File: src/rtl/hsv2rgb_pkg.sv
package hsv2rgb_pkg;

    localparam int FRAC_BITS = 16;
    localparam int HUE_W     = 16;
    localparam int IN_W      = 18;
    localparam int OUT_W     = 17;
    localparam int SEC_W     = 3;

    // clamped unit value 0..ONE
    localparam int S_W   = FRAC_BITS + 1;
    localparam int CL_W  = (IN_W - 1 > S_W) ? IN_W - 1 : S_W;
    localparam int EXT_W = (S_W > OUT_W) ? S_W : OUT_W;
    localparam int H6_W  = HUE_W + SEC_W;

    localparam logic [S_W-1:0] ONE = {1'b1, {FRAC_BITS{1'b0}}};
    localparam int GRAY_MIN_I = ((1 << FRAC_BITS) + 999) / 1000;
    localparam logic [S_W-1:0] GRAY_MIN = S_W'(GRAY_MIN_I);
    localparam logic [SEC_W-1:0] HUE_MUL = SEC_W'(6);

    typedef logic [S_W-1:0] t_unit;

    typedef enum logic [SEC_W-1:0] {
        SEC_RED_YEL = 3'd0,
        SEC_YEL_GRN = 3'd1,
        SEC_GRN_CYN = 3'd2,
        SEC_CYN_BLU = 3'd3,
        SEC_BLU_MAG = 3'd4,
        SEC_MAG_RED = 3'd5
    } t_sector;

    typedef struct packed {
        t_sector sector;
        logic    gray;
    } t_ctl;

    // negative -> 0, above 1.0 -> ONE
    function automatic t_unit clamp_unit(logic signed [IN_W-1:0] x);
        logic [CL_W-1:0] mag;
        mag = CL_W'(x[IN_W-2:0]);
        if (x[IN_W-1]) begin
            return '0;
        end else if (mag > CL_W'(ONE)) begin
            return ONE;
        end else begin
            return S_W'(mag);
        end
    endfunction

    // channel onto the 17-bit output field, low bits kept
    function automatic logic [OUT_W-1:0] to_out(t_unit c);
        logic [EXT_W-1:0] e;
        e = EXT_W'(c);
        return e[OUT_W-1:0];
    endfunction

endpackage

File: src/rtl/hsv2rgb_pix_if.sv
interface hsv2rgb_pix_if;
    import hsv2rgb_pkg::*;

    logic                   valid;
    logic                   ready;
    logic [HUE_W-1:0]       hue;
    logic signed [IN_W-1:0] saturation;
    logic signed [IN_W-1:0] brightness;

    modport source (output valid, hue, saturation, brightness, input ready);
    modport sink   (input valid, hue, saturation, brightness, output ready);
endinterface

File: src/rtl/hsv2rgb_rgb_if.sv
interface hsv2rgb_rgb_if;
    import hsv2rgb_pkg::*;

    logic             valid;
    logic             ready;
    logic [OUT_W-1:0] red;
    logic [OUT_W-1:0] green;
    logic [OUT_W-1:0] blue;

    modport source (output valid, red, green, blue, input ready);
    modport sink   (input valid, red, green, blue, output ready);
endinterface

File: src/rtl/hsv2rgb_mux.sv
module hsv2rgb_mux (
    input  logic                           i_clk,
    input  logic                           i_en,
    input  hsv2rgb_pkg::t_ctl              i_ctl,
    input  hsv2rgb_pkg::t_unit             i_v,
    input  hsv2rgb_pkg::t_unit             i_p,
    input  hsv2rgb_pkg::t_unit             i_q,
    input  hsv2rgb_pkg::t_unit             i_t,
    output logic [hsv2rgb_pkg::OUT_W-1:0]  o_red,
    output logic [hsv2rgb_pkg::OUT_W-1:0]  o_green,
    output logic [hsv2rgb_pkg::OUT_W-1:0]  o_blue
);
    import hsv2rgb_pkg::*;

    t_unit n_r, n_g, n_b;
    logic [OUT_W-1:0] r_red, r_green, r_blue;

    always_comb begin
        if (i_ctl.gray) begin
            n_r = i_v; n_g = i_v; n_b = i_v;
        end else begin
            case (i_ctl.sector)
                SEC_RED_YEL: begin n_r = i_v; n_g = i_t; n_b = i_p; end
                SEC_YEL_GRN: begin n_r = i_q; n_g = i_v; n_b = i_p; end
                SEC_GRN_CYN: begin n_r = i_p; n_g = i_v; n_b = i_t; end
                SEC_CYN_BLU: begin n_r = i_p; n_g = i_q; n_b = i_v; end
                SEC_BLU_MAG: begin n_r = i_t; n_g = i_p; n_b = i_v; end
                default:     begin n_r = i_v; n_g = i_p; n_b = i_q; end
            endcase
        end
    end

    always_ff @(posedge i_clk) begin
        if (i_en) begin
            r_red   <= to_out(n_r);
            r_green <= to_out(n_g);
            r_blue  <= to_out(n_b);
        end
    end

    assign o_red   = r_red;
    assign o_green = r_green;
    assign o_blue  = r_blue;

endmodule

File: src/rtl/hsv_to_rgb_convert_top.sv
// HSV to RGB pixel converter, four register stages.
// Throughput: one word per cycle when not stalled; each stage has its own valid
// bit and moves when the stage after it is empty or moving, so bubbles close up
// under back-pressure; stage 4 is the output register that drives o_rgb.
// Reset: i_rst_n synchronous, active low; clears the stage valid bits only.
module hsv_to_rgb_convert_top (
    input  logic                 i_clk,
    input  logic                 i_rst_n,
    hsv2rgb_pix_if.sink          i_pix,
    hsv2rgb_rgb_if.source        o_rgb
);
    import hsv2rgb_pkg::*;

    // Stage enables: a stage may load when it is empty or its word moves on.
    logic en1, en2, en3, en4;

    // ---------------- stage 1: clamp, hue * 6, gray test ----------------
    logic [H6_W-1:0]  h6;
    t_unit            n_s1_s, n_s1_v;
    t_ctl             n_s1_ctl;
    t_unit            r_s1_s, r_s1_v;
    logic [HUE_W-1:0] r_s1_f;
    t_ctl             r_s1_ctl;
    logic             r_s1_vld;

    // ---------------- stage 2: the (1 - s*x) factors ----------------
    logic [HUE_W:0]         fc;          // 1.0 - f in Q1.16, up to 65536
    logic [S_W+HUE_W-1:0]   prod_q;
    logic [S_W+HUE_W:0]     prod_t;
    t_unit                  n_s2_kp, n_s2_kq, n_s2_kt;
    t_unit                  r_s2_kp, r_s2_kq, r_s2_kt, r_s2_v;
    t_ctl                   r_s2_ctl;
    logic                   r_s2_vld;

    // ---------------- stage 3: v * factor ----------------
    logic [2*S_W-1:0] prod_p3, prod_q3, prod_t3;
    t_unit            r_s3_p, r_s3_q, r_s3_t, r_s3_v;
    t_ctl             r_s3_ctl;
    logic             r_s3_vld;

    // ---------------- stage 4: sector mux into output register ----------
    logic r_s4_vld;

    assign en4 = !r_s4_vld || o_rgb.ready;
    assign en3 = !r_s3_vld || en4;
    assign en2 = !r_s2_vld || en3;
    assign en1 = !r_s1_vld || en2;

    assign i_pix.ready = en1;

    // Stage 1. h6 = hue * 6: the top three bits are the sector (never above
    // five for a 16-bit hue), the low sixteen the position f inside it.
    always_comb begin
        h6               = H6_W'(i_pix.hue) * H6_W'(HUE_MUL);
        n_s1_s           = clamp_unit(i_pix.saturation);
        n_s1_v           = clamp_unit(i_pix.brightness);
        n_s1_ctl.sector  = t_sector'(h6[H6_W-1:HUE_W]);
        n_s1_ctl.gray    = (n_s1_s < GRAY_MIN);
    end

    always_ff @(posedge i_clk) begin
        if (en1) begin
            r_s1_s   <= n_s1_s;
            r_s1_v   <= n_s1_v;
            r_s1_f   <= h6[HUE_W-1:0];
            r_s1_ctl <= n_s1_ctl;
        end
    end

    // Stage 2. s*f and s*(1-f) are truncated to Q1.16 scale; both stay at or
    // below s, so the subtractions from ONE never go negative.
    always_comb begin
        fc      = {1'b1, {HUE_W{1'b0}}} - {1'b0, r_s1_f};
        prod_q  = (S_W+HUE_W)'(r_s1_s) * (S_W+HUE_W)'(r_s1_f);
        prod_t  = (S_W+HUE_W+1)'(r_s1_s) * (S_W+HUE_W+1)'(fc);
        n_s2_kp = ONE - r_s1_s;
        n_s2_kq = ONE - prod_q[S_W+HUE_W-1:HUE_W];
        n_s2_kt = ONE - prod_t[S_W+HUE_W-1:HUE_W];
    end

    always_ff @(posedge i_clk) begin
        if (en2) begin
            r_s2_kp  <= n_s2_kp;
            r_s2_kq  <= n_s2_kq;
            r_s2_kt  <= n_s2_kt;
            r_s2_v   <= r_s1_v;
            r_s2_ctl <= r_s1_ctl;
        end
    end

    // Stage 3. Three parallel v * k products, truncated by FRAC_BITS.
    always_comb begin
        prod_p3 = (2*S_W)'(r_s2_v) * (2*S_W)'(r_s2_kp);
        prod_q3 = (2*S_W)'(r_s2_v) * (2*S_W)'(r_s2_kq);
        prod_t3 = (2*S_W)'(r_s2_v) * (2*S_W)'(r_s2_kt);
    end

    always_ff @(posedge i_clk) begin
        if (en3) begin
            r_s3_p   <= prod_p3[FRAC_BITS+S_W-1:FRAC_BITS];
            r_s3_q   <= prod_q3[FRAC_BITS+S_W-1:FRAC_BITS];
            r_s3_t   <= prod_t3[FRAC_BITS+S_W-1:FRAC_BITS];
            r_s3_v   <= r_s2_v;
            r_s3_ctl <= r_s2_ctl;
        end
    end

    // Stage 4. Gray override and six-way channel order, registered.
    hsv2rgb_mux u_mux (
        .i_clk   (i_clk),
        .i_en    (en4),
        .i_ctl   (r_s3_ctl),
        .i_v     (r_s3_v),
        .i_p     (r_s3_p),
        .i_q     (r_s3_q),
        .i_t     (r_s3_t),
        .o_red   (o_rgb.red),
        .o_green (o_rgb.green),
        .o_blue  (o_rgb.blue)
    );

    // Valid bits travel with the data.
    always_ff @(posedge i_clk) begin
        if (!i_rst_n) begin
            r_s1_vld <= 1'b0;
            r_s2_vld <= 1'b0;
            r_s3_vld <= 1'b0;
            r_s4_vld <= 1'b0;
        end else begin
            if (en1) r_s1_vld <= i_pix.valid;
            if (en2) r_s2_vld <= r_s1_vld;
            if (en3) r_s3_vld <= r_s2_vld;
            if (en4) r_s4_vld <= r_s3_vld;
        end
    end

    assign o_rgb.valid = r_s4_vld;

endmodule

File: src/flat_wrapper.sv
// flat-port wrapper written by rule: the top's interface ports become plain ports
module hsv_to_rgb_convert_top_flat import hsv2rgb_pkg::*;
  (i_clk, i_rst_n, i_pix_valid, i_pix_hue, i_pix_saturation, i_pix_brightness, i_pix_ready, o_rgb_valid, o_rgb_red, o_rgb_green, o_rgb_blue, o_rgb_ready);
  hsv2rgb_pix_if i_pix_i ();
  hsv2rgb_rgb_if o_rgb_i ();
  input  logic i_clk;
  input  logic i_rst_n;
  input wire logic [$bits(i_pix_i.valid)-1:0] i_pix_valid;
  input wire logic [$bits(i_pix_i.hue)-1:0] i_pix_hue;
  input wire logic [$bits(i_pix_i.saturation)-1:0] i_pix_saturation;
  input wire logic [$bits(i_pix_i.brightness)-1:0] i_pix_brightness;
  output wire logic [$bits(i_pix_i.ready)-1:0] i_pix_ready;
  output wire logic [$bits(o_rgb_i.valid)-1:0] o_rgb_valid;
  output wire logic [$bits(o_rgb_i.red)-1:0] o_rgb_red;
  output wire logic [$bits(o_rgb_i.green)-1:0] o_rgb_green;
  output wire logic [$bits(o_rgb_i.blue)-1:0] o_rgb_blue;
  input wire logic [$bits(o_rgb_i.ready)-1:0] o_rgb_ready;
  assign i_pix_i.valid = i_pix_valid;
  assign i_pix_i.hue = i_pix_hue;
  assign i_pix_i.saturation = i_pix_saturation;
  assign i_pix_i.brightness = i_pix_brightness;
  assign i_pix_ready = i_pix_i.ready;
  assign o_rgb_valid = o_rgb_i.valid;
  assign o_rgb_red = o_rgb_i.red;
  assign o_rgb_green = o_rgb_i.green;
  assign o_rgb_blue = o_rgb_i.blue;
  assign o_rgb_i.ready = o_rgb_ready;
  hsv_to_rgb_convert_top u_core (.i_clk(i_clk), .i_rst_n(i_rst_n), .i_pix(i_pix_i), .o_rgb(o_rgb_i));
endmodule
File: config.mk
export PLATFORM = sky130hd
export DESIGN_NAME = hsv_to_rgb_convert_top_flat
export DESIGN_NICKNAME = d
export VERILOG_FILES = /design/src/rtl/hsv2rgb_pkg.sv /design/src/rtl/hsv2rgb_pix_if.sv /design/src/rtl/hsv2rgb_rgb_if.sv /design/src/rtl/hsv2rgb_mux.sv /design/src/rtl/hsv_to_rgb_convert_top.sv /design/src/flat_wrapper.sv
export SDC_FILE = /design/constraint.sdc
export NUM_CORES = 2
export LEC_CHECK = 0
export BUFFER_PORTS_ARGS = -buffer_cell sky130_fd_sc_hd__buf_2
export CORE_MARGIN = 1.5
export CORE_UTILIZATION = 39
export DETAILED_ROUTE_END_ITERATION = 16
export GPL_TIMING_DRIVEN = 1
export PLACE_DENSITY = 0.66
export SLEW_MARGIN = 0
export SYNTH_ARGS = -nofsm -noshare
export SYNTH_HDL_FRONTEND = slang
export SYNTH_SLANG_ARGS = --single-unit
File: constraint.sdc
create_clock -name i_clk -period 17.6 [get_ports i_clk]
set_clock_uncertainty 0.2 [all_clocks]
set_input_delay 1.76 -clock i_clk [delete_from_list [all_inputs] [get_ports i_clk]]
set_output_delay 1.76 -clock i_clk [all_outputs]
set_load 0.02 [all_outputs]
Yosys cells after proc, flatten, opt, wreduce, memory -nomap -nowiden
Cells that the tools add are included.
- add/subtract/negate cells: 4
- multipliers: 6
- magnitude comparators: 3
- equality and inequality tests: 4
- multiplexer cells: 9
- reduce and logical (&&, ||, !) cells: 14
- operator list (cell ; number):
    17-bit one-hot mux with 3 select lines ; 3
    17-bit by 17-bit multiplier with 33-bit output ; 4
    17-bit 2-to-1 mux ; 6
    17-bit subtractor, first input constant ; 3
    17-bit > comparator, second input constant ; 2
    17-bit by 15-bit multiplier with 32-bit output ; 1
    16-bit by 2-bit multiplier with 18-bit output, second input constant ; 1
    17-bit by 7-bit less-than comparator with 1-bit output, second input constant ; 1
    17-bit by 16-bit subtractor with 17-bit output, first input constant ; 1
    2-bit OR reduction ; 5
    3-bit by 2-bit equality test with 1-bit output, second input constant ; 2
    1-bit zero test ; 4
    1-bit logical OR ; 4
    3-bit by 1-bit equality test with 1-bit output, second input constant ; 1
    3-bit equality test, second input constant ; 1
    3-bit zero test ; 1
- register bits: 252
- input port bits: 56
- output and inout bits: 53

Logic depth before layout (Yosys ltp)
- depth after elaboration: 5
- depth in mapped cells: 35
- gate-level depth less buffers: 32

By module
A second synthesis with hierarchy kept.
- cells, all modules: 5888
- area, all modules: 55129.1 sq um
- modules (own cells, without submodules) (module ; times used ; cells an instance ; area an instance (sq um) ; sequential area each (sq um)):
    hsv_to_rgb_convert_top ; 1 ; 5491 ; 51216.6 ; 5995.8
    hsv2rgb_mux ; 1 ; 397 ; 3912.5 ; 1531.5

Worst setup path before layout
OpenSTA, ideal clock, no wires.
- kind: register to register
- start: reg u_core.r_s1_f[1]
- end: reg u_core.r_s2_kt[16] (data pin)
- library setup time: 270 ps
- data arrival time: 7758 ps
- setup slack: 9372 ps
- cell stages (with the launch flop): 31
- buffers on the path: 3
- cell sequence: edfxtp_1 -> clkbuf_1 -> clkbuf_1 -> inv_1 -> ha_1 -> nand2_1 -> nor3_1 -> xnor2_1 -> clkbuf_1 -> nand2_1 -> fa_1 -> inv_1 -> fa_1 -> inv_1 -> fa_1 -> inv_1 -> fa_1 -> fa_1 -> fa_1 -> ha_1 -> a21oi_1 -> o211ai_1 -> o22ai_1 -> xor2_1 -> ha_1 -> o21ai_0 -> nor3_1 -> nand4_1 -> or2_1 -> a311oi_1 -> nand4_1
- word-level cells in the longest chain between the ends: 3
- RTL lines (what ; RTL line ; source):
    start, declared ; hsv_to_rgb_convert_top.sv:22 ; logic [HUE_W-1:0] r_s1_f;
    start signal, assigned ; hsv_to_rgb_convert_top.sv:65 ; r_s1_f <= h6[HUE_W-1:0];
    17-bit by 16-bit subtractor with 17-bit output ; hsv_to_rgb_convert_top.sv:73 ; fc = {1'b1, {HUE_W{1'b0}}} - {1'b0, r_s1_f};
    17-bit by 17-bit multiplier with 33-bit output ; hsv_to_rgb_convert_top.sv:75 ; prod_t = (S_W+HUE_W+1)'(r_s1_s) * (S_W+HUE_W+1)'(fc);
    17-bit subtractor ; hsv_to_rgb_convert_top.sv:78 ; n_s2_kt = ONE - prod_t[S_W+HUE_W-1:HUE_W];
    via u_core.n_s2_kt[16] ; hsv_to_rgb_convert_top.sv:30 ; t_unit n_s2_kp, n_s2_kq, n_s2_kt;
    end signal, assigned ; hsv_to_rgb_convert_top.sv:85 ; r_s2_kt <= n_s2_kt;
    end, declared ; hsv_to_rgb_convert_top.sv:31 ; t_unit r_s2_kp, r_s2_kq, r_s2_kt, r_s2_v;
The timed path passes the listed nets, and every way through them passes these cells.
A chain may end at the register's enable or synchronous reset.

Worst setup path after layout
- start: reg u_core.r_s1_f[7]
- end: reg u_core.r_s2_kt[16] (data pin)
Same word-level chain as after synthesis.

==> flow_metrics.env <==
export IMPL_antenna_found_initial=6
export IMPL_relSlewSlack_pct=24.01
export IMPL_vias=38830
export IMPL_nNetsFinal=7443
export IMPL_slew_viol_final=0
export IMPL_synth_nets=7540
export IMPL_timing_setup_tns_ps=0
export IMPL_final_cell_mix="inv_1, fa_1, nand2_1"
export IMPL_cts_tree="built"
export IMPL_final_common_cell="inv_1"
export IMPL_grt_usage_pct=19.78
export IMPL_synth_cell_type_count=75
export IMPL_syn_inst=5891
export IMPL_ant_nets=0
export IMPL_required_ps=17790
export IMPL_hold_viol_final=0
export IMPL_r2r_end="u_core.r_s2_kt[16]"
export IMPL_seqPwrFrac_pct=20.4
export IMPL_fmax_mhz=105.6
export IMPL_start_util_pct=39.27
export IMPL_place_inst=7636
export IMPL_core_area_um2=139400
export IMPL_numClockSinks=252
export IMPL_crit_end="u_core.r_s2_kt[16]"
export IMPL_syn_avg_cell_area_um2=9.291
export IMPL_crit_type="register to register"
export IMPL_setup_viol=0
export IMPL_sw_frac_of_total_pct=50.92
export IMPL_cts_root_buf="clkbuf_16"
export IMPL_p_comb_share_pct=68.7
export IMPL_hold_worst_slack_ps=224.2
export IMPL_syn_area_um2=54730
export IMPL_ys_flop_type="edfxtp_1"
export IMPL_hpwl_mm=104.9
export IMPL_remaining_drc_errors=0
export IMPL_switching_power_mw=3.230
export IMPL_r2r_setup_slack_ps=8130
export IMPL_rsz0062_at_grt="false"
export IMPL_dieArea_um2=142600
export IMPL_placed_area_um2=57050
export IMPL_power_internal_mw=3.113
export IMPL_cts_htree_levels=1
export IMPL_synth_seq_cells=252
export IMPL_synth_edff_count=248
export IMPL_powerDensity_nw_per_um2=109.1
export IMPL_fin_util_pct=41.72
export IMPL_post_cts_setup_buffers=0
export IMPL_reg2reg_depth=26
export IMPL_irDropWorstVdd_uv=86.28
export IMPL_gp_congestion=0.8565
export IMPL_area_growth_synth_to_final_pct=6.223
export IMPL_path_clk_slew_ps=70
export IMPL_min_period_over_period_pct=53.79
export IMPL_grt_pass1_wl_mm=224.8
export IMPL_numCtsBuffers=31
export IMPL_clock_latency_ps=660
export IMPL_chipHeight_um=377.6
export IMPL_hold_class="register to register"
export IMPL_cts_repair_resized=0
export IMPL_grt_ovfl_total=0
export IMPL_setup_worst_path_start="u_core.r_s1_f[7]"
export IMPL_numPortBuffers=108
export IMPL_cts_buffer_depth=3
export IMPL_viasPerCell=5.046
export IMPL_ys_seq_area_share_pct=13.75
export IMPL_wl_per_cell_um=17.85
export IMPL_ios=109
export IMPL_crit_arrival_ps=9660
export IMPL_grt_pass1_vias=41710
export IMPL_die_w_um=377.6
export IMPL_drive_gt1_share_pct=4.658
export IMPL_critPathLaunchType="register"
export IMPL_synth_warnings=0
export IMPL_rows=137
export IMPL_clock_power_share_pct=10.9
export IMPL_n_fill_cell=13480
export IMPL_final_cells=7695
export IMPL_hold_buffers=0
export IMPL_postSynth_asyncResetShare_pct=0
export IMPL_crit_path_end_kind="register"
export IMPL_grt_max_degree=73
export IMPL_leakagePower_nw=27.93
export IMPL_min_period_ps=9466
export IMPL_cp_max_fo=22
export IMPL_dr_pass1_iters=5
export IMPL_cap_viol_max_count=0
export IMPL_routed_wl_mm=137.4
export IMPL_fin_area_um2=58140
export IMPL_drtIter0Drc=2762
export IMPL_r2r_start="u_core.r_s1_f[7]"
export IMPL_status="finished clean"
export IMPL_worst_slew_pin_slew_ps=1134
-- power groups by stage --
stage | Clock [mW] | Sequential (mW) | Combinational [mW]
final | 0.694 | 1.29 | 4.36
after global routing | 0.728 | 1.30 | 4.98
after CTS | 0.707 | 1.28 | 4.38
after detailed placement | 0 | 1.29 | 4.34
after global placement | 0 | 1.28 | 4.23
after floorplan | 0 | 1.06 | 3.24
-- layout make-up --
type | count | area, um^2 | share of cell area [%]
Multi-Input combinational cell | 4044 | 41240 | 70.94
Antenna cell | 1 | 2.502 | 0.004304
Clock inverter | 24 | 296.5 | 0.5100
Clock buffer | 33 | 783.3 | 1.347
Tap cell | 1876 | 2347 | 4.037
Sequential cell | 252 | 7527 | 12.95
Inverter | 1276 | 4791 | 8.240
Timing Repair Buffer | 189 | 1149 | 1.976
-- worst max-delay path, stage by stage (launching register included) --
cell and delay [ps]:
edfxtp_1 710, or4_1 670, nor3_1 240, nand2_1 220, nor3_2 890, and2_1 250
fa_1 410, inv_1 80, fa_1 400, inv_1 80, fa_1 420, fa_1 470
fa_1 510, inv_1 50, fa_1 470, inv_1 40, ha_1 400, or4_1 430
a21o_1 190, or3_1 310, mux2i_1 190, nor2_1 90, nor3_1 430, nand4_1 230
or2_1 320, a311oi_1 320, nand4_1 130
-- logic make-up (layout without fill, tap and decap cells) --
| kind of cell | count (synthesis) | after routing | synth area share [%] |
|---|---|---|---|
| simple gates | 1816 | 1816 | 15.60 |
| buf+inv | 1595 | 1522 | 10.95 |
| mux | 71 | 71 | 1.301 |
| fa+ha+maj | 1593 | 1593 | 50.98 |
| flops | 252 | 252 | 13.75 |
| other cells | 0 | 1 | 0 |
| compound gates | 411 | 411 | 4.968 |
| xor+xnor | 153 | 153 | 2.448 |
-- cells in the mapped netlist (19+ instances only) --
cell type | count | share of area, %
nor2_1 | 152 | 1.0
xnor2_1 | 102 | 1.6
and2_1 | 495 | 5.7
nand4_1 | 19 | 0.22
mux2i_1 | 70 | 1.3
nand2_1 | 988 | 6.8
inv_1 | 1276 | 8.8
nand3_1 | 20 | 0.18
ha_1 | 531 | 12
clkbuf_1 | 303 | 2.1
fa_1 | 1062 | 39
nor3_1 | 38 | 0.35
a21oi_1 | 129 | 1.2
a21o_1 | 37 | 0.51
o21a_1 | 19 | 0.26
o21ai_0 | 69 | 0.63
and3_1 | 20 | 0.23
edfxtp_1 | 248 | 14
o22a_1 | 34 | 0.54
xor2_1 | 51 | 0.82
-- worst min path at each step --
stage	cells after the start	slack, ps	from	endpoint
after floorplan	0	200	u_core.r_s1_ctl[0]	u_core.r_s2_ctl[0]
after global placement	0	200	u_core.r_s1_v[8]	u_core.r_s2_v[8]
after detailed placement	0	210	u_core.r_s1_v[5]	u_core.r_s2_v[5]
after CTS	0	220	u_core.r_s1_v[4]	u_core.r_s2_v[4]
after global routing	0	230	u_core.r_s1_v[8]	u_core.r_s2_v[8]
final	0	220	u_core.r_s1_v[8]	u_core.r_s2_v[8]
-- layer usage --
layer,track usage (%),wire [um],part of all wire [%],vias up
li1,-,-,-,17610
met1,27.19,59840,44,19670
met2,32.72,63640,46,1382
met3,3.369,11290,8.2,165
met4,4.040,2565,1.9,4
met5,0,33,0.024,-
-- metrics by stage --
step	power [mW]	setup slack (ps)
floorplan	4.304	9372
global placement	5.513	8206
detailed placement	5.626	7917
CTS	6.367	7889
global route	7.011	7688
finish	6.343	8134
-- state kept, by name, summed over array words and instances (netlist names), 4 cells and up --
register / flops
u_core.r_s3_ctl: 4
u_core.r_s1_ctl: 4
u_core.r_s3_q: 17
u_core.r_s3_p: 17
u_core.r_s2_ctl: 4
u_core.r_s1_f: 15
u_core.u_mux.o_blue: 17
u_core.r_s2_kp: 17
u_core.r_s2_v: 17
u_core.r_s2_kq: 17
u_core.r_s3_v: 17
u_core.u_mux.o_red: 17
u_core.r_s1_v: 17
u_core.r_s3_t: 17
u_core.u_mux.o_green: 17
u_core.r_s1_s: 17
u_core.r_s2_kt: 17
No activity file was read; power rests on OpenSTA's default activity.
